## src/sv/vtpd_pkg.sv

```systemverilog
package vtpd_pkg;

   localparam int FRAC_BITS_DEF = 16;
   localparam int NREGS         = 8;
   localparam int CSR_IDX_W     = 4;
   localparam int REM_W         = 66;   // holds |acc| << FRAC_BITS for any FRAC_BITS
   localparam int Q_W           = 33;   // quotient bits kept, enough to spot saturation
   localparam int ZW_GAIN       = 1000000;
   localparam int ZW_MAX_MAG    = 2147; // largest |acc| whose 1e6 multiple fits

   typedef struct packed {
      logic [REM_W-1:0] rem;
      logic [Q_W-1:0]   quo;
      logic             neg;
      logic             ovf;
   } lane_type;

   typedef struct packed {
      lane_type [2:0]    lane;
      logic [31:0]       mw;
      logic [31:0]       w;
      logic              w_sat;
      logic              w_zero;
      logic [2:0][31:0]  zw_val;
      logic [2:0]        zw_sat;
      logic              last;
   } div_item_type;

endpackage

```

## src/sv/vtpd_prep.sv

```systemverilog
module vtpd_prep #(
   parameter int FRAC_BITS = vtpd_pkg::FRAC_BITS_DEF,
   parameter int ACC_W     = 65 - FRAC_BITS
) (
   input  logic                   clock,
   input  logic                   reset,
   input  logic [1:0]             adv,
   input  logic                   in_valid,
   input  logic [3:0][ACC_W-1:0]  acc,
   input  logic                   in_last,
   output logic [1:0]             valid,
   output vtpd_pkg::div_item_type item
);

   logic [1:0]            valid_ff;
   logic [31:0]           wq_ff, wq_in;
   logic                  wsat_ff, wsat_in;
   logic [2:0][ACC_W-1:0] ma_ff, ma_in;
   logic [2:0]            aneg_ff;
   logic                  last_ff;
   vtpd_pkg::div_item_type item_ff, item_in;

   // stage A: clamp w, magnitudes of x, y, z
   always_comb begin
      logic hi_same;
      hi_same = (acc[3][ACC_W-1:31] == '0) || (acc[3][ACC_W-1:31] == '1);
      wsat_in = !hi_same;
      if (hi_same)             wq_in = acc[3][31:0];
      else if (acc[3][ACC_W-1]) wq_in = 32'h8000_0000;
      else                     wq_in = 32'h7FFF_FFFF;
      for (int i = 0; i < 3; i++) begin
         ma_in[i] = acc[i][ACC_W-1] ? (~acc[i] + 1'b1) : acc[i];
      end
   end

   // stage B: divisor, early overflow check, zero-w path
   always_comb begin
      logic                        wneg;
      logic [31:0]                 mw;
      logic [vtpd_pkg::REM_W-1:0]  num, lim;
      logic [31:0]                 zmag;
      logic                        big;
      wneg = wq_ff[31];
      mw   = wneg ? (~wq_ff + 1'b1) : wq_ff;
      item_in.mw     = mw;
      item_in.w      = wq_ff;
      item_in.w_sat  = wsat_ff;
      item_in.w_zero = (wq_ff == '0);
      item_in.last   = last_ff;
      lim = {{(vtpd_pkg::REM_W-32){1'b0}}, mw} << (vtpd_pkg::Q_W - FRAC_BITS);
      for (int i = 0; i < 3; i++) begin
         num = {{(vtpd_pkg::REM_W-ACC_W){1'b0}}, ma_ff[i]};
         item_in.lane[i].rem = num << FRAC_BITS;
         item_in.lane[i].quo = '0;
         item_in.lane[i].ovf = (num >= lim);
         // z divides by |w|, so only its own sign counts
         item_in.lane[i].neg = (i == 2) ? aneg_ff[i] : (aneg_ff[i] ^ wneg);
         big  = (ma_ff[i] > ACC_W'(vtpd_pkg::ZW_MAX_MAG));
         zmag = {20'd0, ma_ff[i][11:0]} * 32'(vtpd_pkg::ZW_GAIN);
         item_in.zw_sat[i] = big;
         if (big)             item_in.zw_val[i] = aneg_ff[i] ? 32'h8000_0000 : 32'h7FFF_FFFF;
         else if (aneg_ff[i]) item_in.zw_val[i] = ~zmag + 1'b1;
         else                 item_in.zw_val[i] = zmag;
      end
   end

   always_ff @(posedge clock) begin
      if (reset) begin
         valid_ff <= '0;
      end else begin
         if (adv[0]) valid_ff[0] <= in_valid;
         if (adv[1]) valid_ff[1] <= valid_ff[0];
      end
      if (adv[0]) begin
         wq_ff   <= wq_in;
         wsat_ff <= wsat_in;
         ma_ff   <= ma_in;
         aneg_ff <= {acc[2][ACC_W-1], acc[1][ACC_W-1], acc[0][ACC_W-1]};
         last_ff <= in_last;
      end
      if (adv[1]) item_ff <= item_in;
   end

   assign valid = valid_ff;
   assign item  = item_ff;

endmodule

```

## config.mk

```make
export PLATFORM = sky130hd
export DESIGN_NAME = vtpd_prep
export DESIGN_NICKNAME = d
export VERILOG_FILES = /design/src/sv/vtpd_pkg.sv /design/src/sv/vtpd_prep.sv
export SDC_FILE = /design/constraint.sdc
export NUM_CORES = 1
export LEC_CHECK = 0
export BUFFER_PORTS_ARGS = -buffer_cell sky130_fd_sc_hd__clkbuf_2
export CAP_MARGIN = 20
export CORE_MARGIN = 3
export CORE_UTILIZATION = 33
export DETAILED_ROUTE_END_ITERATION = 8
export PLACE_DENSITY_LB_ADDON = 0.05
export SYNTH_ARGS = -nofsm -noshare
export SYNTH_HDL_FRONTEND = slang
export SYNTH_SLANG_ARGS = --single-unit
```

## constraint.sdc

```tcl
create_clock -name clock -period 13.7 [get_ports clock]
set_clock_uncertainty 0.05 [all_clocks]
set_input_delay 1.37 -clock clock [delete_from_list [all_inputs] [get_ports clock]]
set_output_delay 1.37 -clock clock [all_outputs]
set_load 0.1 [all_outputs]
```

---- Word-level counts from Yosys, hierarchy flattened ----
Index checks and enable logic that the tools add are counted.
storage, ports and cells
  flip-flop bits (word level) ............. 505
  latch bits .............................. 0
  memory bits (writable) .................. 0
  memory bits (read-only) ................. 0
  input port bits ......................... 202
  output and inout bits ................... 471
  logic and storage cells ................. 75
  memories kept ........................... 0
cells by class
  add/subtract/negate cells ............... 7
  multiply operators ...................... 3
  div/mod/pow operators ................... 0
  order comparisons ....................... 6
  equal/unequal tests ..................... 1
  shift-type cells ........................ 0
  mux-type cells .......................... 15
  bitwise logic cells ..................... 9
  reductions and logical operators ........ 4
operators with widths
  cell                                                  number
  two-way mux 32 bit                                    12
  adder 49 x 1 -> 49 bit, second input constant         3
  >= comparator 49 bit                                  3
  > comparator 49 x 12 -> 1 bit, second input constant  3
  inverter 49 bit                                       3
  two-way mux 48 bit                                    3
  adder 32 x 1 -> 32 bit, second input constant         4
  inverter 32 bit                                       4
  multiplier 12 x 14 -> 26 bit, second input constant   3
  logical NOT 32 bit                                    1
  == test 18 bit, second input constant                 1
  logical NOT 18 bit                                    1
  XOR 1 bit                                             2
  logical NOT 1 bit                                     1
  logical OR 1 bit                                      1

---- Longest topological paths before layout ----
Gate-level depths: netlist of the first run.
  depth in word-level cells ............... 5
  depth in mapped cells ................... 20
  depth with buffers taken out ............ 19

---- Worst setup path after synthesis of the first run ----
OpenSTA, ideal clock, no wires.
  path kind ............................... register to register
  start ................................... reg ma_ff (netlist bit item_in[422])
  end ..................................... reg item_ff (netlist bit item[99]) (data pin)
  setup time .............................. 0.135 ns
  data arrival time ....................... 5.734 ns
  data required time ...................... 13.515 ns
  setup slack ............................. 7.782 ns
  cell stages (with the launch flop) ...... 19
  path buffers ............................ 1
  period minus slack after synthesis ...... 5.918 ns
  cells stage by stage .................... edfxtp_1 -> fa_1 -> ha_1 -> fa_1 -> fa_1 -> inv_1 -> fa_1 -> inv_1 -> ha_1 -> clkbuf_1 -> a21oi_1 -> o21ai_0 -> a221o_1 -> a41oi_1 -> o21a_1 -> o311ai_0 -> or4b_2 -> mux2_2 -> nand3_1
RTL lines
  element                 RTL line         text
  from (decl)             vtpd_prep.sv:18  logic [2:0][ACC_W-1:0] ma_ff, ma_in;
  from (signal assigned)  vtpd_prep.sv:77  ma_ff <= ma_in;
  to (signal assigned)    vtpd_prep.sv:81  if (adv[1]) item_ff <= item_in;
  to (decl)               vtpd_prep.sv:21  vtpd_pkg::div_item_type item_ff, item_in;

==> flow_metrics.tcl, run 1 <==
set metrics [dict create \
    io-pin-count 673 \
    die-area_um2 107000 \
    cp-start-kind "register" \
    min_path_cells 0 \
    ant_nets 0 \
    clk_pin_slew_worst_paths_ns 0.06 \
    tightestPinTransition_ns 1.03 \
    cp_max_fo 9 \
    setup_viol 0 \
    grt_first_pass_wirelength_um 164000 \
    drt-total-wl_um 112000 \
    ff2ff_setup_slack_ns 7.27 \
    cts_buffer_depth 3 \
    layout.nets 4265 \
    grt_pass1_vias 25200 \
    avgSynthCellArea_um2 11.1 \
    crit_type "reg -> reg" \
    p_leak_nw 17.2 \
    place.gp.congestion 0.863 \
    worstHoldStart "last_ff$_DFFE_PP_" \
    ys_warn_count 0 \
    cp-end-kind "register" \
    synth_seq_cells 489 \
    yosys_most_used_dff "edfxtp_1" \
    clock_latency_ns 0.68 \
    dieHeight_um 327 \
    initial_core_util_pct 33.4 \
    max_freq_ghz 0.156 \
    powerDensity_nw_per_um2 232 \
    timing.rr.end "item[99]$_DFFE_PP_" \
    hold_buffers 0 \
    core_um2 102000 \
    synth_edf_count 487 \
    die_x_um 327 \
    relSlewSlack_pct 30.6 \
    totalNegativeSetupSlack_ns 0 \
    post_route_cells_drive_above_1_share_pct 18.4 \
    grt_max_degree 148 \
    rows 117 \
    grt_setup_unrepaired "false" \
    worst-r2r-cell-count 17 \
    status "finished, final reports clean" \
    holdPathEnd "item[0]$_DFFE_PP_" \
    track_usage_pct 20.3 \
    firstDrtPassIters 5 \
    cts-root-buf "clkbuf_16" \
    layout_commonest_cell "clkbuf_2" \
    worstReg2RegStart "item_in[422]$_DFFE_PP_" \
    hpwl_um 88600 \
    finalMaxSlewViolations 0 \
    post_drt_wl_per_cell_um 22.5 \
    timing.final.crit_share_pct 46.9 \
    hold_viol 0 \
    post_cts_resized 0 \
    cts_setup_buffers 0 \
    ys_async_sr_fraction_pct 0 \
    drv_cap 0 \
    cts_tree "yes" \
    min_period_ns 6.43 \
    routed_via_density 5.05 \
    peakVddDrop_mv 0.162 \
    overflow 0 \
    worstPathArrival_ns 6.90 \
    netlist_area_um2 34100 \
    crit_required_ns 14.16 \
    ys_types 80 \
    syn2layout_area_growth_pct 16.4 \
    final_core_util_pct 38.9 \
    antenna_found_initial 22 \
    final_cell_mix "521 x clkbuf_2, 487 x edfxtp_1, 385 x ha_1" \
    numCtsBuffers 59 \
    fin_area_um2 39700 \
    min_path_type "reg -> reg" \
    htreeDepth 2 \
    place.port_buffers 522 \
    drc 0 \
    cts_sinks 489 \
    via_count 25200 \
    place_area_um2 37600 \
    drt-initial-drc-count 1633 \
    ys_seq_area_share_pct 43.0 \
    syn_inst 3059 \
]
[power breakdown]
part / leakage [nW] / internal (W) / switching (W) / total (W)
Clock: 0.964 / 0.000949 / 0.000683 / 0.00163
Sequential: 4.78 / 0.00183 / 0.000133 / 0.00197
Combinational: 11.4 / 0.00188 / 0.00372 / 0.00560
[sequential cells by signal, indices dropped and copies added, names as in the netlist]
register and cells:
wsat_ff 1, valid 2, item 303, last_ff 1
wq_ff 32, item_in 147, aneg_ff 3
[synth_stat cells (all sizes together) (18+ instances only)]
master | number | area share [%]
o21a | 29 | 0.64
nor3 | 53 | 0.78
nand3 | 39 | 0.57
a211oi | 18 | 0.40
or4 | 34 | 0.77
xnor2 | 175 | 4.5
inv | 287 | 3.2
and2 | 25 | 0.46
nand2 | 159 | 1.7
nor2b | 26 | 0.48
and3 | 19 | 0.35
nand4 | 45 | 0.83
ha | 385 | 14
o21ai | 162 | 2.4
buf | 172 | 3.7
o41ai | 27 | 0.72
edfxtp | 487 | 43
nand2b | 26 | 0.50
nor2 | 107 | 1.2
fa | 105 | 6.2
xor2 | 47 | 1.2
clkbuf | 64 | 0.70
or3 | 40 | 0.76
a21o | 98 | 2.2
nor4 | 61 | 1.1
o31ai | 43 | 0.95
a21oi | 131 | 1.9
[critical path, stage by stage (launching register included)]
cell and delay [ns]:
edfxtp_1 0.53, fa_1 0.56, ha_1 0.32, fa_1 0.47, fa_1 0.55, inv_1 0.06
fa_1 0.53, inv_1 0.04, ha_1 0.39, a21oi_1 0.29, o21ai_0 0.18, a221o_1 0.32
a41oi_1 0.43, o21a_1 0.20, o311ai_0 0.29, or4b_2 0.74, mux2_2 0.28, nand3_1 0.08
[final cells by class]
| type | count | area (µm²) |
|---|---|---|
| Fill cell | 10100 | 62500 |
| Clock buffer | 74 | 1570 |
| Antenna cell | 12 | 30.0 |
| Multi-Input combinational cell | 2194 | 17400 |
| Timing Repair Buffer | 540 | 2780 |
| Sequential cell | 489 | 14700 |
| Clock inverter | 36 | 434 |
| Inverter | 289 | 1080 |
| Tap cell | 1368 | 1710 |
[layer usage]
metal / up-vias / global-route usage (%) / share of wire, %
li1: 11900 / - / -
met1: 12200 / 25.6 / 42
met2: 873 / 32.6 / 46
met3: 188 / 6.22 / 8.0
met4: 18 / 8.04 / 4.0
met5: - / 0 / 0.090
[worst max-delay path by stage]
stage / slack, ns / endpoint / startpoint
after global placement: 7.35 / item[99]$_DFFE_PP_ / item_in[422]$_DFFE_PP_
after detailed placement: 7.25 / item[99]$_DFFE_PP_ / item_in[422]$_DFFE_PP_
after CTS: 7.25 / item[99]$_DFFE_PP_ / item_in[422]$_DFFE_PP_
after floorplan: 7.78 / item[99]$_DFFE_PP_ / item_in[422]$_DFFE_PP_
final: 7.27 / item[99]$_DFFE_PP_ / item_in[422]$_DFFE_PP_
after global routing: 6.84 / item[99]$_DFFE_PP_ / item_in[422]$_DFFE_PP_
[per-stage QoR]
step / setup slack, ns / std cells / power (W) / hold slack [ns]
6_report: 7.27 / 5002 / 0.00920 / 0.394
5_1_grt: 6.84 / 4991 / 0.0100 / 0.403
4_1_cts: 7.25 / 4988 / 0.00929 / 0.395
3_5_place_dp: 7.25 / 4878 / 0.00759 / 0.370
3_3_place_gp: 7.35 / 4877 / 0.00756 / 0.352
2_1_floorplan: 7.78 / 3208 / 0.00634 / 0.350
[kinds of logic after synthesis]
logic type / Yosys count / share of synthesized area [%]
xor gates and xnor gates: 222 / 5.70
adders and majority gates: 490 / 20.3
AOI/OAI and AO/OA: 640 / 12.4
muxes: 16 / 0.488
DFF: 489 / 43.0
other: 1 / 0.0110
and+or+nand+nor: 676 / 10.5
buffers and inverters: 525 / 7.61
(Power assumes the default switching activity.)
==> run 2: changes to the inputs <==
==> constraint.sdc (replaced) <==
create_clock -name clock -period 6.1 [get_ports clock]
set_clock_uncertainty 0.05 [all_clocks]
set_input_delay 0.61 -clock clock [delete_from_list [all_inputs] [get_ports clock]]
set_output_delay 0.61 -clock clock [all_outputs]
set_load 0.1 [all_outputs]
==> flow_metrics.tcl, run 2 (same netlist as run 1, synthesis figures left out) <==
set metrics [dict create \
    final_core_util_pct 39.3 \
    status "finished, final reports clean" \
    initial_core_util_pct 33.4 \
    worstReg2RegStart "item_in[220]$_DFFE_PP_" \
    die-area_um2 107000 \
    swShare_pct 48.2 \
    fin_area_um2 40200 \
    layout_commonest_cell "clkbuf_2" \
    largest_register_ff_count 303 \
    worst-r2r-cell-count 17 \
    tightestPinTransition_ns 1.05 \
    numCtsBuffers 59 \
    timing.final.crit_share_pct 95.8 \
    power_frac_seq_pct 20.5 \
    core_um2 102000 \
    cts_buffer_depth 3 \
    totalNegativeSetupSlack_ns 0 \
    grt_max_degree 125 \
    pwr-share-clk_pct 18.3 \
    place.gp.congestion 0.873 \
    drv_cap 0 \
    switchingPower_w 0.0103 \
    stdcell_count 5042 \
    drt-total-wl_um 112000 \
    finalMaxSlewViolations 0 \
    final_cell_mix "520 x clkbuf_2, 487 x edfxtp_1, 384 x ha_1" \
    post_drt_wl_per_cell_um 22.3 \
    post_route_cells_drive_above_1_share_pct 19.7 \
    cp-end-kind "register" \
    finalWorstSetupSlack_ns 0.258 \
    track_usage_pct 20.3 \
    cpPeakStageDelay_ns 0.61 \
    via_count 25400 \
    relSlewSlack_pct 29.3 \
    overflow 0 \
    p_leak_nw 17.5 \
    grt_first_pass_wirelength_um 164000 \
    min_path_type "in -> reg" \
    firstDrtPassIters 5 \
    worstHoldStart "reset" \
    min_period_ns 5.84 \
    cts_tree "yes" \
    place_area_um2 38000 \
    hpwl_um 89700 \
    place.port_buffers 522 \
    cts-root-buf "clkbuf_16" \
    cp_max_fo 4 \
    ant_nets 0 \
    die_x_um 327 \
    antenna_found_initial 14 \
    setup_viol 0 \
    hold_viol 0 \
    drc 0 \
    dieHeight_um 327 \
    crit_required_ns 6.56 \
    crit_type "reg -> reg" \
    placed_cells 4923 \
    clk_pin_slew_worst_paths_ns 0.06 \
    drt-initial-drc-count 1616 \
    peakVddDrop_mv 0.489 \
    timing.rr.end "item[34]$_DFFE_PP_" \
    grt_setup_unrepaired "true" \
    p_int_w 0.0111 \
    htreeDepth 2 \
    path_cells "fa_1, ha_1, fa_1, fa_1, inv_1, fa_1, inv_1, ha_1, or2_2, a21o_1, and3_1, o21a_1, or3_1, a21oi_1, or4b_2, o211a_1, nor3_1" \
    combPwrFrac_pct 61.2 \
    powerDensity_nw_per_um2 531 \
    cp_common_cell "fa_1" \
    cp_slowest_cell "or4b_2" \
    worstPathArrival_ns 6.30 \
    min_path_cells 2 \
    io-pin-count 673 \
    max_freq_ghz 0.171 \
    layout.nets 4312 \
    routed_via_density 5.04 \
    rows 117 \
    syn2layout_area_growth_pct 17.9 \
    place_ws_ns 0.192 \
    grt_pass1_vias 25300 \
    cp-start-kind "register" \
    cts_sinks 489 \
    holdPathEnd "valid[0]$_SDFFE_PP0P_" \
    clock_latency_ns 0.67 \
    ff2ff_setup_slack_ns 0.26 \
]
## run 2: through the flow
stage               power (W)  hold WS [ns]
floorplan              0.0142         0.350
global placement       0.0173         0.354
detailed placement     0.0174         0.356
CTS                    0.0214      0.000969
global route           0.0231        0.0280
finish                 0.0214        0.0680
## run 2: worst max path at each step
stage | endpoint | slack [ns] | start | cells after the start
final | item[34]$_DFFE_PP_ | 0.26 | item_in[220]$_DFFE_PP_ | 17
after global routing | item[34]$_DFFE_PP_ | -0.01 | item_in[225]$_DFFE_PP_ | 19
after CTS | item[34]$_DFFE_PP_ | 0.15 | item_in[220]$_DFFE_PP_ | 17
after detailed placement | item[34]$_DFFE_PP_ | 0.19 | item_in[220]$_DFFE_PP_ | 17
after global placement | item[99]$_DFFE_PP_ | 0.29 | item_in[423]$_DFFE_PP_ | 17
after floorplan | item[99]$_DFFE_PP_ | 0.18 | item_in[422]$_DFFE_PP_ | 18
## run 2: layer usage
layer / wire [µm] / track usage (%)
met1: 48100 / 26.3
met2: 54000 / 34.2
met3: 7080 / 4.12
met4: 3040 / 5.90
met5: 93 / 0
## run 2: final cells by class
cell class | instances | area [µm²]
clock buffers | 64 | 1500
inverters | 289 | 1090
multi-input cells | 2194 | 17400
clock inverters | 46 | 654
flip-flops and latches | 489 | 14700
fillers | 10100 | 62000
well taps | 1368 | 1710
diodes | 5 | 12.5
repair buffers | 587 | 3130
## run 2: power by group through the flow
stage	registers, W	clock network, W	logic, W
final	0.00437	0.00391	0.0131
after global placement	0.00445	0	0.0128
after CTS	0.00439	0.00403	0.0130
after floorplan	0.00568	0	0.00856
after detailed placement	0.00445	0	0.0129
after global routing	0.00441	0.00415	0.0146
## run 2: critical path, delay by kind of cell, from the launching register on
kind,cells,cell delay (ns)
fa+ha+maj,6,2.66
simple gates,5,1.73
compound gates,4,0.69
flops,1,0.42
buf+inv,2,0.10
## run 2: repair_timing
item	in CTS	in global routing
gates resized for setup	0	6
endpoints found under the setup margin	0	7
hold endpoints to repair	0	0
hold buffers	0	0
setup buffers	0	3
