**config.mk**
```make
export PLATFORM = sky130hd
export DESIGN_NAME = vtpd_div_stage
export DESIGN_NICKNAME = d
export VERILOG_FILES = /design/src/sv/vtpd_pkg.sv /design/src/sv/vtpd_div_stage.sv
export SDC_FILE = /design/constraint.sdc
export NUM_CORES = 1
export LEC_CHECK = 0
export BUFFER_PORTS_ARGS = -buffer_cell sky130_fd_sc_hd__buf_2
export CORE_AREA = 2 2 365 367
export DETAILED_ROUTE_END_ITERATION = 8
export DIE_AREA = 0 0 367 369
export SETUP_SLACK_MARGIN = 0.05
export SKIP_LAST_GASP = 1
export SLEW_MARGIN = 30
export SYNTH_ARGS = -nofsm -noshare
export SYNTH_HDL_FRONTEND = slang
export SYNTH_SLANG_ARGS = --single-unit
export TNS_END_PERCENT = 1
```
**constraint.sdc**
```tcl
create_clock -name clock -period 4.3 [get_ports clock]
set_input_delay 0 -clock clock [delete_from_list [all_inputs] [get_ports clock]]
set_output_delay 0 -clock clock [all_outputs]
set_load 0.1 [all_outputs]
```
**src/sv/vtpd_pkg.sv**
```systemverilog
package vtpd_pkg;

   localparam int FRAC_BITS_DEF = 16;
   localparam int NREGS         = 8;
   localparam int CSR_IDX_W     = 4;
   localparam int REM_W         = 66;   // holds |acc| << FRAC_BITS for any FRAC_BITS
   localparam int Q_W           = 33;   // quotient bits kept, enough to spot saturation
   localparam int ZW_GAIN       = 1000000;
   localparam int ZW_MAX_MAG    = 2147; // largest |acc| whose 1e6 multiple fits

   typedef struct packed {
      logic [REM_W-1:0] rem;
      logic [Q_W-1:0]   quo;
      logic             neg;
      logic             ovf;
   } lane_type;

   typedef struct packed {
      lane_type [2:0]    lane;
      logic [31:0]       mw;
      logic [31:0]       w;
      logic              w_sat;
      logic              w_zero;
      logic [2:0][31:0]  zw_val;
      logic [2:0]        zw_sat;
      logic              last;
   } div_item_type;

endpackage

```
**src/sv/vtpd_div_stage.sv**
```systemverilog
module vtpd_div_stage #(
   parameter int BIT = 0
) (
   input  logic                   clock,
   input  logic                   reset,
   input  logic                   adv,
   input  logic                   in_valid,
   input  vtpd_pkg::div_item_type in_item,
   output logic                   valid,
   output vtpd_pkg::div_item_type out_item
);

   logic                   valid_ff;
   vtpd_pkg::div_item_type item_ff, item_in;

   // one restoring step per lane
   always_comb begin
      logic [vtpd_pkg::REM_W-1:0] sub;
      item_in = in_item;
      sub = {{(vtpd_pkg::REM_W-32){1'b0}}, in_item.mw} << BIT;
      for (int l = 0; l < 3; l++) begin
         if (in_item.lane[l].rem >= sub) begin
            item_in.lane[l].rem      = in_item.lane[l].rem - sub;
            item_in.lane[l].quo[BIT] = 1'b1;
         end
      end
   end

   always_ff @(posedge clock) begin
      if (reset) begin
         valid_ff <= 1'b0;
      end else if (adv) begin
         valid_ff <= in_valid;
      end
      if (adv) item_ff <= item_in;
   end

   assign valid    = valid_ff;
   assign out_item = item_ff;

endmodule

```
[After elaboration in Yosys (flattened, before gate mapping)]
Index checks and enable logic that the tools add are counted.
Storage, ports and cells
  bits in registers: 470
  input bits: 473
  logic and storage cells: 34
Operators by class
  muxes and demuxes: 3
  add/sub/neg operators: 3
  $lt $le $gt $ge: 3
Operators by type and width (count)
  $ge A66 B32 Y1: 3
  $mux W66: 3
  $sub A66 B32 Y66: 3

[Depth between registers and ports, before layout]
Gate-level depths: netlist (run 1).
  depth in word-level cells: 2
  gate-level depth with buffers: 15
  gate-level depth less buffers: 13

[Worst setup path before layout (run 1)]
OpenSTA, ideal clock, no wires.
  path type: input -> register
  from: input port in_item[403] (netlist bit)
  to: register item_ff, in the netlist out_item[447] (data pin)
  stages on the path: 13
  setup time: 0.258 ns
  data arrival time: 2.753 ns
  path buffers: 0
  setup slack: 1.289 ns
  data required time: 4.042 ns
  cell sequence: inv_1 > ha_1 > inv_1 > fa_1 > a21o_1 > a221oi_1 > o21ai_0 > a31o_1 > or4_1 > o21ai_0 > nand2_1 > or3_1 > xnor2_1
RTL lines
  start, declared: line vtpd_div_stage.sv:8  | input vtpd_pkg::div_item_type in_item,
  end signal, assigned: line vtpd_div_stage.sv:35  | if (adv) item_ff <= item_in;
  end, declared: line vtpd_div_stage.sv:14  | vtpd_pkg::div_item_type item_ff, item_in;

==> results of run 1 <==
==> layout make-up <==
type | instances | area [sq um]
fill | 13600 | 93000
clock buffer | 66 | 1460
antenna | 22 | 55.1
sequential | 470 | 14100
multi-input combinational | 1358 | 8860
tap | 1755 | 2200
inverter | 60 | 225
clock inverter | 41 | 424
timing repair buffer | 1551 | 10800
==> metal layers <==
layer / up-vias / GRT usage (%) / share of wire, %
li1: 10500 / - / -
met1: 11400 / 22.3 / 39
met2: 1090 / 33.4 / 49
met3: 207 / 4.78 / 7.7
met4: 38 / 6.57 / 3.9
met5: - / 0 / 0.17
==> kinds of logic after synthesis <==
group	share of synthesized area, %
compound gates	11.3
xor+xnor	6.82
fa+ha+maj	5.39
buf+inv	1.91
flops	60.3
mux	0.717
simple gates	13.5
==> worst max-delay path, delay by kind of cell <==
family | cells | cell delay, ns
and+or+nand+nor | 7 | 2.92
buffers and inverters | 4 | 1.47
xor gates and xnor gates | 1 | 0.13
AOI/OAI and AO/OA | 1 | 0.09
==> how the worst max path moves through the flow <==
stage | to | cells past startpoint | slack [ns] | start
2_1_floorplan | out_item[447]$_DFFE_PP_ | 13 | 1.29 | in_item[403]
3_3_place_gp | out_item[453]$_DFFE_PP_ | 13 | 0.44 | in_item[138]
3_5_place_dp | out_item[449]$_DFFE_PP_ | 13 | 0.44 | in_item[138]
4_1_cts | out_item[453]$_DFFE_PP_ | 15 | 0.09 | in_item[138]
5_1_grt | out_item[253]$_DFFE_PP_ | 13 | 0.01 | in_item[236]
6_report | out_item[253]$_DFFE_PP_ | 13 | 0.07 | in_item[236]
==> per-stage QoR <==
step | util [%] | cells
2_1_floorplan | - | 1943
3_3_place_gp | 23.3 | 4633
3_5_place_dp | 23.3 | 4633
4_1_cts | 29.0 | 5301
5_1_grt | 29.0 | 5308
6_report | 29.1 | 5323
==> what timing repair did <==
item	4_1_cts	5_1_grt
hold buffers	561	0
gates resized for setup	0	4
setup endpoints to repair	0	15
hold endpoints to repair	556	0
==> sequential cells by signal, indices dropped and copies added (netlist names) <==
name      cells
out_item    469
valid         1
==> where the power goes <==
part / total [mW] / internal, mW / leakage, nW / switching, mW
clock: 5.00 / 2.82 / 0.904 / 2.18
sequential: 5.74 / 5.59 / 4.60 / 0.158
combinational: 6.07 / 1.29 / 9.97 / 4.79
total: 16.8 / 9.69 / 15.5 / 7.12
==> placed cells by master (no fill, tap or decap), types with 57 or more instances in the layout <==
master         instances
nor2_1               163
ha_1                  96
buf_2                941
xnor2_1               99
clkbuf_16             57
nand2_1              158
dlygate4sd3_1        561
inv_1                 60
o21ai_0               69
xor2_1                83
a21oi_1              162
edfxtp_1             469
==> impl_results.md, run 1 <==
* Result of the run: complete, no violations
* Clock sinks at 470
* Number of instances in the synthesized netlist at 1,943
* First-pass GRT wire length at 181,000 microns
* I/O Pins at 943
* Worst reg-to-reg path cell count at 3
* Hold_ws at 0.0499 ns
* Initial DRT Pass Iterations at 5
* Sort of element at the start of the critical path: input port
* Final period utilization at 98.3%
* Worst hold path endpoint: out_item[270]$_DFFE_PP_
* Top post-synthesis cells by count: edfxtp_1 (469), nor2_1 (163), a21oi_1 (162)
* Pre-CTS setup slack at 0.435 ns
* Post-CTS setup-driven buffer insertion count at 0
* Worst supply voltage drop on vdd at 266 uV
* Initial core utilization at 17.8%
* Setup repair after global routing missed its margin: true
* Die W at 367 microns
* Total GRT Usage at 19.0%
* Worst R2R Setup Slack at 3.11 ns
* Cell type of the slowest stage on the worst timing path: nor4_1
* Clock slew seen by the registers of the worst setup and hold paths at 0.06 ns
* Remaining global-route overflow at 0
* Number of distinct library cells after synthesis at 80
* Total Negative Setup Slacks at 0 ns
* Die area at 135,000 sq um
* Startpoint of the worst register-to-register path: valid$_SDFFE_PP0P_
* Clock tree skew after final layout at 0 ns
* Final count of pins violating max slew at 0
* Antenna Nets Post-Route at 0
* Arrival @ worst endpoint at 4.63 ns
* Final hold violation count at 0
* Sequential element share of the synthesized area at 60.3%
* Count of flip-flops with a built-in enable after synthesis at 469
* Largest net degree at the start of global routing at 109
* Post-route DRC at 0
* Area inside the core boundary at 131,000 sq um
* Total detailed-routing wirelength at 135,000 microns
* Via count at 23,300
* Half-perimeter wire length after detailed placement at 109,000 microns
* Reg-to-Reg End: valid$_SDFFE_PP0P_
* Fraction of layout instances using a drive strength above 1 at 31.6%
* Mean post-synth cell area at 12.0 sq um
* Buffers from clock root to sink, at most at 3
* Minimum period implied by the final worst setup slack at 4.23 ns
* Predominant post-synthesis flop cell: edfxtp_1
* Number of antenna violations at the first check in global routing at 62
* Slew margin rel. at 44.0%
* Cell depth of the worst hold path at 2
* Number of port buffers at 942
* Largest fanout on the critical path at 29
* Cell breakdown of the critical path: dlygate4sd3_1 -> buf_2 -> nor4_1 -> nand4_1 -> or4_1 -> nor4_1 -> or4b_1 -> a211oi_4 -> buf_12 -> nor4_4 -> or3b_1 -> xnor2_1 -> dlygate4sd3_1
* Slowest Stage Delay on Critical Path at 0.63 ns
* Placement-stage cell area at 30,600 sq um
* Number of buffers added by the clock tree synthesis step at 57
* Area overhead of the layout relative to synthesis at 63.1%
* Async set-reset flop share out of synthesis at 0%
* Flop and latch count out of synthesis at 470
* Setup violators final at 0
* Drt first-iter violations at 1,722
* Worst-skew pair later-pin latency at 0.65 ns
* Clock root cell: clkbuf_16
* Top-count cell post-synth: edfxtp_1
* Post-Syn Area at 23,400 sq um
* Highest attainable clock frequency at 237 MHz
* Count of nets after finishing at 4,070
* Height of the chip at 369 microns
* Ranking of synthesized cells by area: edfxtp_1 (60%), ha_1 (5.1%), xnor2_1 (3.7%)
* Power density over the cells at 441 nW/um^2
* Clock tree from TritonCTS: built
* Avg WL per Cell at 25.4 microns
* Mapped Nets at 2,515
* Transition time of the tightest slew-check pin at 0.832 ns
* Overall power consumption at 16.8 mW
* Type of element capturing the critical path: flip-flop
* Via count of the first global-routing pass at 22,700
* Count of synthesis-stage warnings from yosys at 0
* Post-route standard cell area excluding fillers at 38,100 sq um
* Final weighted congestion in routability-driven placement at 0.914
* Final Worst Setup Slack at 0.0730 ns
* Max-cap violation count at 0
* Static Leak at 15.5 nW
* Post-synthesis cell type with the largest combined area: edfxtp_1
* Yosys top cell area share at 60.2%
* Hold Crit Class: input port to flip-flop
* Rows at 133
* H-tree depth at 2
* Per-cell via count in the routed design at 4.37
* Start point of the worst min-delay path: in_item[270]
* Crit Path Class: input port to flip-flop
* Data required, critical path at 4.70 ns
No activity file was read; power rests on OpenSTA's default activity.
==> inputs of run 2 (changes only) <==
--- a/config.mk
+++ b/config.mk
@@ -6,9 +6,13 @@
 export NUM_CORES = 1
 export LEC_CHECK = 0
 export BUFFER_PORTS_ARGS = -buffer_cell sky130_fd_sc_hd__buf_2
-export CORE_AREA = 2 2 365 367
+export CAP_MARGIN = 10
+export CELL_PAD_IN_SITES_DETAIL_PLACEMENT = 2
+export CELL_PAD_IN_SITES_GLOBAL_PLACEMENT = 2
+export CORE_AREA = 2 2 368 370
 export DETAILED_ROUTE_END_ITERATION = 8
-export DIE_AREA = 0 0 367 369
+export DIE_AREA = 0 0 370 372
+export PLACE_DENSITY_LB_ADDON = 0.1
 export SETUP_SLACK_MARGIN = 0.05
 export SKIP_LAST_GASP = 1
 export SLEW_MARGIN = 30
==> run 2 against run 1 <==
Against the previous run:
- final area rose by 0.71%
- fmax rose by 0.24%
- worst hold slack improved by 0.012 ns
- die area rose by 1.6%
- critical path type unchanged
- register-to-register slack barely moved
- worst setup slack improved by 0.010 ns
- critical path depth rose by 3
- power rose by 4.3%
- utilization fell by 0.48 points
- sequential cell count did not move
==> impl_results.md, run 2 (synthesis results as in run 1) <==
* Transition time of the tightest slew-check pin at 0.841 ns (was 0.832 ns)
* Final period utilization at 98.1% (was 98.3%)
* Die area at 138,000 sq um (was 135,000 sq um)
* Non-filler cells, final at 5,350 (was 5,323)
* Final hold violation count at 0 (unchanged)
* Clock sinks at 470 (unchanged)
* Total detailed-routing wirelength at 139,000 microns (was 135,000 microns)
* Max-cap violation count at 0 (unchanged)
* Highest attainable clock frequency at 237 MHz (about the same)
* Post-route standard cell area excluding fillers at 38,400 sq um (was 38,100 sq um)
* Count of nets after finishing at 4,074 (was 4,070)
* Drt first-iter violations at 948 (was 1,722)
* I/O Pins at 943 (unchanged)
* Data required, critical path at 4.68 ns (was 4.70 ns)
* Hold Crit Class: input port to flip-flop (unchanged)
* Initial DRT Pass Iterations at 7 (was 5)
* Post-placement cell count at 4,649 (was 4,633)
* Slew margin rel. at 43.9% (was 44.0%)
* Die W at 370 microns (was 367 microns)
* Cell type of the slowest stage on the worst timing path: dlygate4sd3_1 (was nor4_1)
* Via count at 22,700 (was 23,300)
* Initial core utilization at 17.4% (was 17.8%)
* Total GRT Usage at 19.4% (was 19.0%)
* Static Leak at 15.6 nW (was 15.5 nW)
* First-pass GRT wire length at 191,000 microns (was 181,000 microns)
* Clock tree skew after final layout at 0 ns (unchanged)
* Slowest Stage Delay on Critical Path at 0.56 ns (was 0.63 ns)
* Crit Path Class: input port to flip-flop (unchanged)
* Height of the chip at 372 microns (was 369 microns)
* Fraction of layout instances using a drive strength above 1 at 31.2% (was 31.6%)
* Minimum period implied by the final worst setup slack at 4.22 ns (was 4.23 ns)
* Area inside the core boundary at 134,000 sq um (was 131,000 sq um)
* Most common cell after layout, fill and taps aside: buf_2 (unchanged)
* Largest net degree at the start of global routing at 106 (was 109)
* Largest register FFs at 469 (unchanged)
* Number of antenna violations at the first check in global routing at 36 (was 62)
* Setup repair after global routing missed its margin: true (unchanged)
* Sort of element at the start of the critical path: input port (unchanged)
* Per-cell via count in the routed design at 4.24 (was 4.37)
* Buffers from clock root to sink, at most at 3 (unchanged)
* Clock tree from TritonCTS: built (unchanged)
* Half-perimeter wire length after detailed placement at 111,000 microns (was 109,000 microns)
* Result of the run: complete, no violations (unchanged)
* Via count of the first global-routing pass at 24,800 (was 22,700)
* Arrival @ worst endpoint at 4.60 ns (was 4.63 ns)
* Worst supply voltage drop on vdd at 316 uV (was 266 uV)
* Remaining global-route overflow at 0 (unchanged)
* Setup violators final at 0 (unchanged)
* Type of element capturing the critical path: flip-flop (unchanged)
* Clock root cell: clkbuf_16 (unchanged)
* Commonest non-fill, non-tap cells in the layout: buf_2 (941), dlygate4sd3_1 (563), edfxtp_1 (469), nor2_1 (163), a21oi_1 (162) (was buf_2 (941), dlygate4sd3_1 (561), edfxtp_1 (469), nor2_1 (163), a21oi_1 (162))
* Rows at 135 (was 133)
* Power density over the cells at 457 nW/um^2 (was 441 nW/um^2)
* Area overhead of the layout relative to synthesis at 64.2% (was 63.1%)
* Final weighted congestion in routability-driven placement at 0.839 (was 0.914)
* Worst-skew pair later-pin latency at 0.63 ns (was 0.65 ns)
* Antenna Nets Post-Route at 0 (unchanged)
* Number of buffers added by the clock tree synthesis step at 68 (was 57)
* H-tree depth at 3 (was 2)
* Post-route DRC at 0 (unchanged)
* Placement-stage cell area at 30,500 sq um (was 30,600 sq um)
* Final count of pins violating max slew at 0 (unchanged)
* Largest fanout on the critical path at 12 (was 29)
* Clock slew seen by the registers of the worst setup and hold paths at 0.06 ns (about the same)
* Avg WL per Cell at 25.9 microns (was 25.4 microns)
* Cell breakdown of the critical path: dlygate4sd3_1 -> buf_2 -> inv_1 -> buf_4 -> ha_1 -> and4_1 -> and3_1 -> nand4_1 -> o211ai_1 -> nor2_1 -> and2_1 -> a2111oi_2 -> buf_4 -> nand4_1 -> xnor2_1 -> dlygate4sd3_1 (was dlygate4sd3_1 -> buf_2 -> nor4_1 -> nand4_1 -> or4_1 -> nor4_1 -> or4b_1 -> a211oi_4 -> buf_12 -> nor4_4 -> or3b_1 -> xnor2_1 -> dlygate4sd3_1)
* Number of port buffers at 942 (unchanged)
## run 2: changes by cell type in the layout (fill, tap and decap cells not counted), sizes merged, moves of 2 or more
cell and change:
clkinvlp -7, diode -8, dlygate4sd3 +2, clkinv +2
clkbuf +22, buf -9
## run 2: report_power, final
| group | leakage (nW) | switching, mW | internal (mW) | total (mW) |
|---|---|---|---|---|
| registers | 4.60 | 0.153 | 5.59 | 5.74 |
| clock network | 1.07 | 2.37 | 3.38 | 5.75 |
| logic | 9.93 | 4.77 | 1.27 | 6.05 |
| total | 15.6 | 7.30 | 10.2 | 17.5 |
## run 2: cell type report
cell class	instances	area [sq um]
clock buffer	88	1820
clock inverter	35	387
tap	1781	2230
sequential	470	14100
antenna	14	35.0
inverter	60	225
timing repair buffer	1544	10700
fill	14800	95900
multi-input combinational	1358	8860
## run 2: path summary, 6_finish.rpt
| path | startpoint | to | slack [ns] | cells past startpoint |
|---|---|---|---|---|
| setup reg to reg | valid$_SDFFE_PP0P_ | valid$_SDFFE_PP0P_ | 3.10 | 3 |
| setup / recovery | in_item[163] | out_item[349]$_DFFE_PP_ | 0.08 | 16 |
| hold / removal | in_item[18] | out_item[18]$_DFFE_PP_ | 0.06 | 2 |
| hold reg to reg | valid$_SDFFE_PP0P_ | valid$_SDFFE_PP0P_ | 1.08 | 3 |
## run 2: critical path, delay by kind of cell
family	cells	cell delay, ns
AO/OA/AOI/OAI	2	0.67
adder cells (fa/ha/maj)	1	0.44
buffers and inverters	6	1.93
AND/OR/NAND/NOR	6	1.38
XOR/XNOR	1	0.15
## run 2: repair_timing
action                                 in CTS  in global routing
buffers inserted                            0                  1
endpoints found under the hold margin     542                  1
setup endpoints to repair                   0                 31
resized for setup                           0                  2
hold buffers                              562                  1
## run 2: stage by stage
stage	setup WS (ns)	util (%)	power [mW]	hold slack (ns)	TNS (ns)
after floorplan	1.29	-	9.92	0.0724	0
after global placement	0.190	22.7	11.5	0.160	0
after detailed placement	0.182	22.7	11.5	0.161	0
after CTS	0.0724	28.5	17.8	0.00119	0
after global routing	-0.140	28.6	18.2	0.0242	-0.727
final	0.0830	28.6	17.5	0.0617	0
## run 2: per-layer routing
metal  global-route usage [%]  up-vias  share of wire (%)
met3                     4.51      176                5.1
met2                     35.8      666                 52
li1                         -    10500                  -
met4                     6.30       32                3.4
met1                     21.8    11300                 39
met5                        0        -               0.15
==> inputs of run 3 (changes only) <==
==> constraint.sdc (replaced) <==
create_clock -name clock -period 4.1 [get_ports clock]
set_input_delay 0 -clock clock [delete_from_list [all_inputs] [get_ports clock]]
set_output_delay 0 -clock clock [all_outputs]
set_load 0.1 [all_outputs]
==> run 3 against run 2 <==
Against the previous run:
- clock power decreased by 0.7%
- power increased by 3.0%
- worst setup slack improved by 0.026 ns
- combinational power increased by 5.0%
- critical path type unchanged
- largest power group unchanged
==> impl_results.md, run 3 (synthesis results as in run 1) <==
* Result of the run: complete, no violations (unchanged)
* Highest attainable clock frequency at 251 MHz
* Per-cell via count in the routed design at 4.26 (was 4.24)
* Via count at 22,700 (about the same)
* Initial core utilization at 17.4% (unchanged)
* Slew margin rel. at 34.7% (was 43.9%)
* Clock slew seen by the registers of the worst setup and hold paths at 0.06 ns (about the same)
* Total GRT Usage at 19.4% (about the same)
* Initial DRT Pass Iterations at 5 (was 7)
* Minimum period implied by the final worst setup slack at 3.99 ns
* Worst supply voltage drop on vdd at 298 uV (was 316 uV)
* Fill cell instance count of the final layout at 14,800 (about the same)
* Power density over the cells at 474 nW/um^2 (was 457 nW/um^2)
* Largest register FFs at 469 (unchanged)
* Final hold violation count at 0 (unchanged)
* Worst-skew pair later-pin latency at 0.64 ns (was 0.63 ns)
* Max-cap violation count at 0 (unchanged)
* Largest net degree at the start of global routing at 79 (was 106)
* Fraction of layout instances using a drive strength above 1 at 32.4% (was 31.2%)
* Hold Crit Class: input port to flip-flop (unchanged)
* Non-filler cells, final at 5,337 (was 5,350)
* Remaining global-route overflow at 0 (unchanged)
* Type of element capturing the critical path: flip-flop (unchanged)
* Die W at 370 microns (unchanged)
* First-pass GRT wire length at 191,000 microns (about the same)
* Setup repair after global routing missed its margin: true (unchanged)
* Drt first-iter violations at 1,027 (was 948)
* Cell depth of the worst hold path at 2 (unchanged)
* Setup violators final at 0 (unchanged)
* Start point of the worst min-delay path: in_item[385] (was in_item[18])
* Area inside the core boundary at 134,000 sq um (unchanged)
* Total Negative Setup Slacks at 0 ns (unchanged)
* Number of port buffers at 942 (unchanged)
* Final core occ at 28.4% (was 28.6%)
* Total detailed-routing wirelength at 139,000 microns (about the same)
* Final weighted congestion in routability-driven placement at 0.846 (was 0.839)
* Final count of pins violating max slew at 0 (unchanged)
* CP startpoint: in_item[201] (was in_item[163])
* Transition time of the tightest slew-check pin at 0.979 ns (was 0.841 ns)
* Count of nets after finishing at 4,066 (was 4,074)
* Buffers from clock root to sink, at most at 3 (unchanged)
* H-tree depth at 3 (unchanged)
* Data required, critical path at 4.49 ns (was 4.68 ns)
* Via count of the first global-routing pass at 25,100 (was 24,800)
* Worst reg-to-reg path cell count at 3 (unchanged)
* Static Leak at 15.5 nW (was 15.6 nW)
* Largest fanout on the critical path at 21 (was 12)
* Commonest non-fill, non-tap cells in the layout: buf_2 (941), dlygate4sd3_1 (527), edfxtp_1 (469), a21oi_1 (162), nor2_1 (161) (was buf_2 (941), dlygate4sd3_1 (563), edfxtp_1 (469), nor2_1 (163), a21oi_1 (162))
* Overall power consumption at 18.1 mW (was 17.5 mW)
* Height of the chip at 372 microns (unchanged)
* Post-placement cell count at 4,676 (was 4,649)
* Reg-to-Reg End: valid$_SDFFE_PP0P_ (unchanged)
* Worst hold path endpoint: out_item[385]$_DFFE_PP_ (was out_item[18]$_DFFE_PP_)
* Die area at 138,000 sq um (unchanged)
* Clock root cell: clkbuf_16 (unchanged)
* Final period utilization at 97.3%
* Crit Path Class: input port to flip-flop (unchanged)
* Rows at 135 (unchanged)
* Post-route standard cell area excluding fillers at 38,100 sq um (was 38,400 sq um)
* I/O Pins at 943 (unchanged)
* Most common cell after layout, fill and taps aside: buf_2 (unchanged)
* Half-perimeter wire length after detailed placement at 112,000 microns (was 111,000 microns)
* Clock tree from TritonCTS: built (unchanged)
* Area overhead of the layout relative to synthesis at 63.1% (was 64.2%)
* Sort of element at the start of the critical path: input port (unchanged)
* Worst R2R Setup Slack at 2.91 ns (was 3.10 ns)
* Post-route DRC at 0 (unchanged)
* Clock tree skew after final layout at 0 ns (unchanged)
* Final Worst Setup Slack at 0.109 ns (was 0.0830 ns)
* Startpoint of the worst register-to-register path: valid$_SDFFE_PP0P_ (unchanged)
* Clock sinks at 470 (unchanged)
* Number of buffers added by the clock tree synthesis step at 67 (was 68)
* Hold_ws at 0.0672 ns (was 0.0617 ns)
* Antenna Nets Post-Route at 0 (unchanged)
* Arrival @ worst endpoint at 4.38 ns (was 4.60 ns)
* Placement-stage cell area at 30,700 sq um (was 30,500 sq um)
* Number of antenna violations at the first check in global routing at 33 (was 36)
* Pre-CTS setup slack at 0.143 ns (was 0.182 ns)
* Avg WL per Cell at 26.0 microns (was 25.9 microns)
[run 3: cell count changes in the layout (fill, tap and decap cells not counted), moves of 4 or more]
| cell | previous run | this run |
|---|---|---|
| clkinvlp_4 | 1 | 5 |
| buf_4 | 32 | 62 |
| dlygate4sd3_1 | 563 | 527 |
| bufinv_16 | 6 | 2 |
| clkbuf_1 | 18 | 10 |
[run 3: how the worst max path moves through the flow]
| stage | to | slack, ns | cells past startpoint |
|---|---|---|---|
| detailed placement | out_item[365]$_DFFE_PP_ | 0.14 | 14 |
| finish | out_item[252]$_DFFE_PP_ | 0.11 | 18 |
| floorplan | out_item[447]$_DFFE_PP_ | 1.09 | 13 |
| CTS | out_item[439]$_DFFE_PP_ | 0.07 | 17 |
| global placement | out_item[248]$_DFFE_PP_ | 0.06 | 12 |
| global route | out_item[448]$_DFFE_PP_ | -0.11 | 17 |
[run 3: power breakdown]
group	total [mW]	switching, mW	internal, mW
combinational	6.35	5.02	1.33
clock	5.71	2.48	3.23
sequential	6.01	0.146	5.86
[run 3: cell type report]
class | instances | area (sq um) | area share [%]
repair buffers | 1537 | 10600 | 27.8
clock inverters | 37 | 318 | 0.833
flip-flops and latches | 470 | 14100 | 37.0
well taps | 1781 | 2230 | 5.84
multi-input cells | 1358 | 8880 | 23.3
clock buffers | 80 | 1770 | 4.63
inverters | 60 | 225 | 0.590
diodes | 14 | 35.0 | 0.0919
[run 3: per-layer routing]
layer  track usage (%)  vias up  part of all wire (%)
met4              5.98       34                   3.2
met1              21.7    11400                    39
li1                  -    10500                     -
met3              4.76      176                   5.4
met2              36.1      670                    53
met5                 0        -                  0.15
[run 3: critical path, stage by stage]
cell and delay, ns:
dlygate4sd3_1 0.55, buf_2 0.14, inv_1 0.06, ha_1 0.15, inv_1 0.05, fa_1 0.40
a21o_1 0.23, a221oi_1 0.30, buf_4 0.20, o21ai_0 0.10, nand3_1 0.13, nand4b_1 0.30
a211oi_4 0.40, buf_4 0.33, and4b_1 0.30, nand2b_1 0.11, xnor2_1 0.06, dlygate4sd3_1 0.56
[run 3: what timing repair did]
item                                   in CTS  in global routing
hold buffers                              527                  0
setup endpoints to repair                   0                 36
gates resized for setup                     0                  8
endpoints found under the hold margin     532                  0
setup buffers                               0                  3
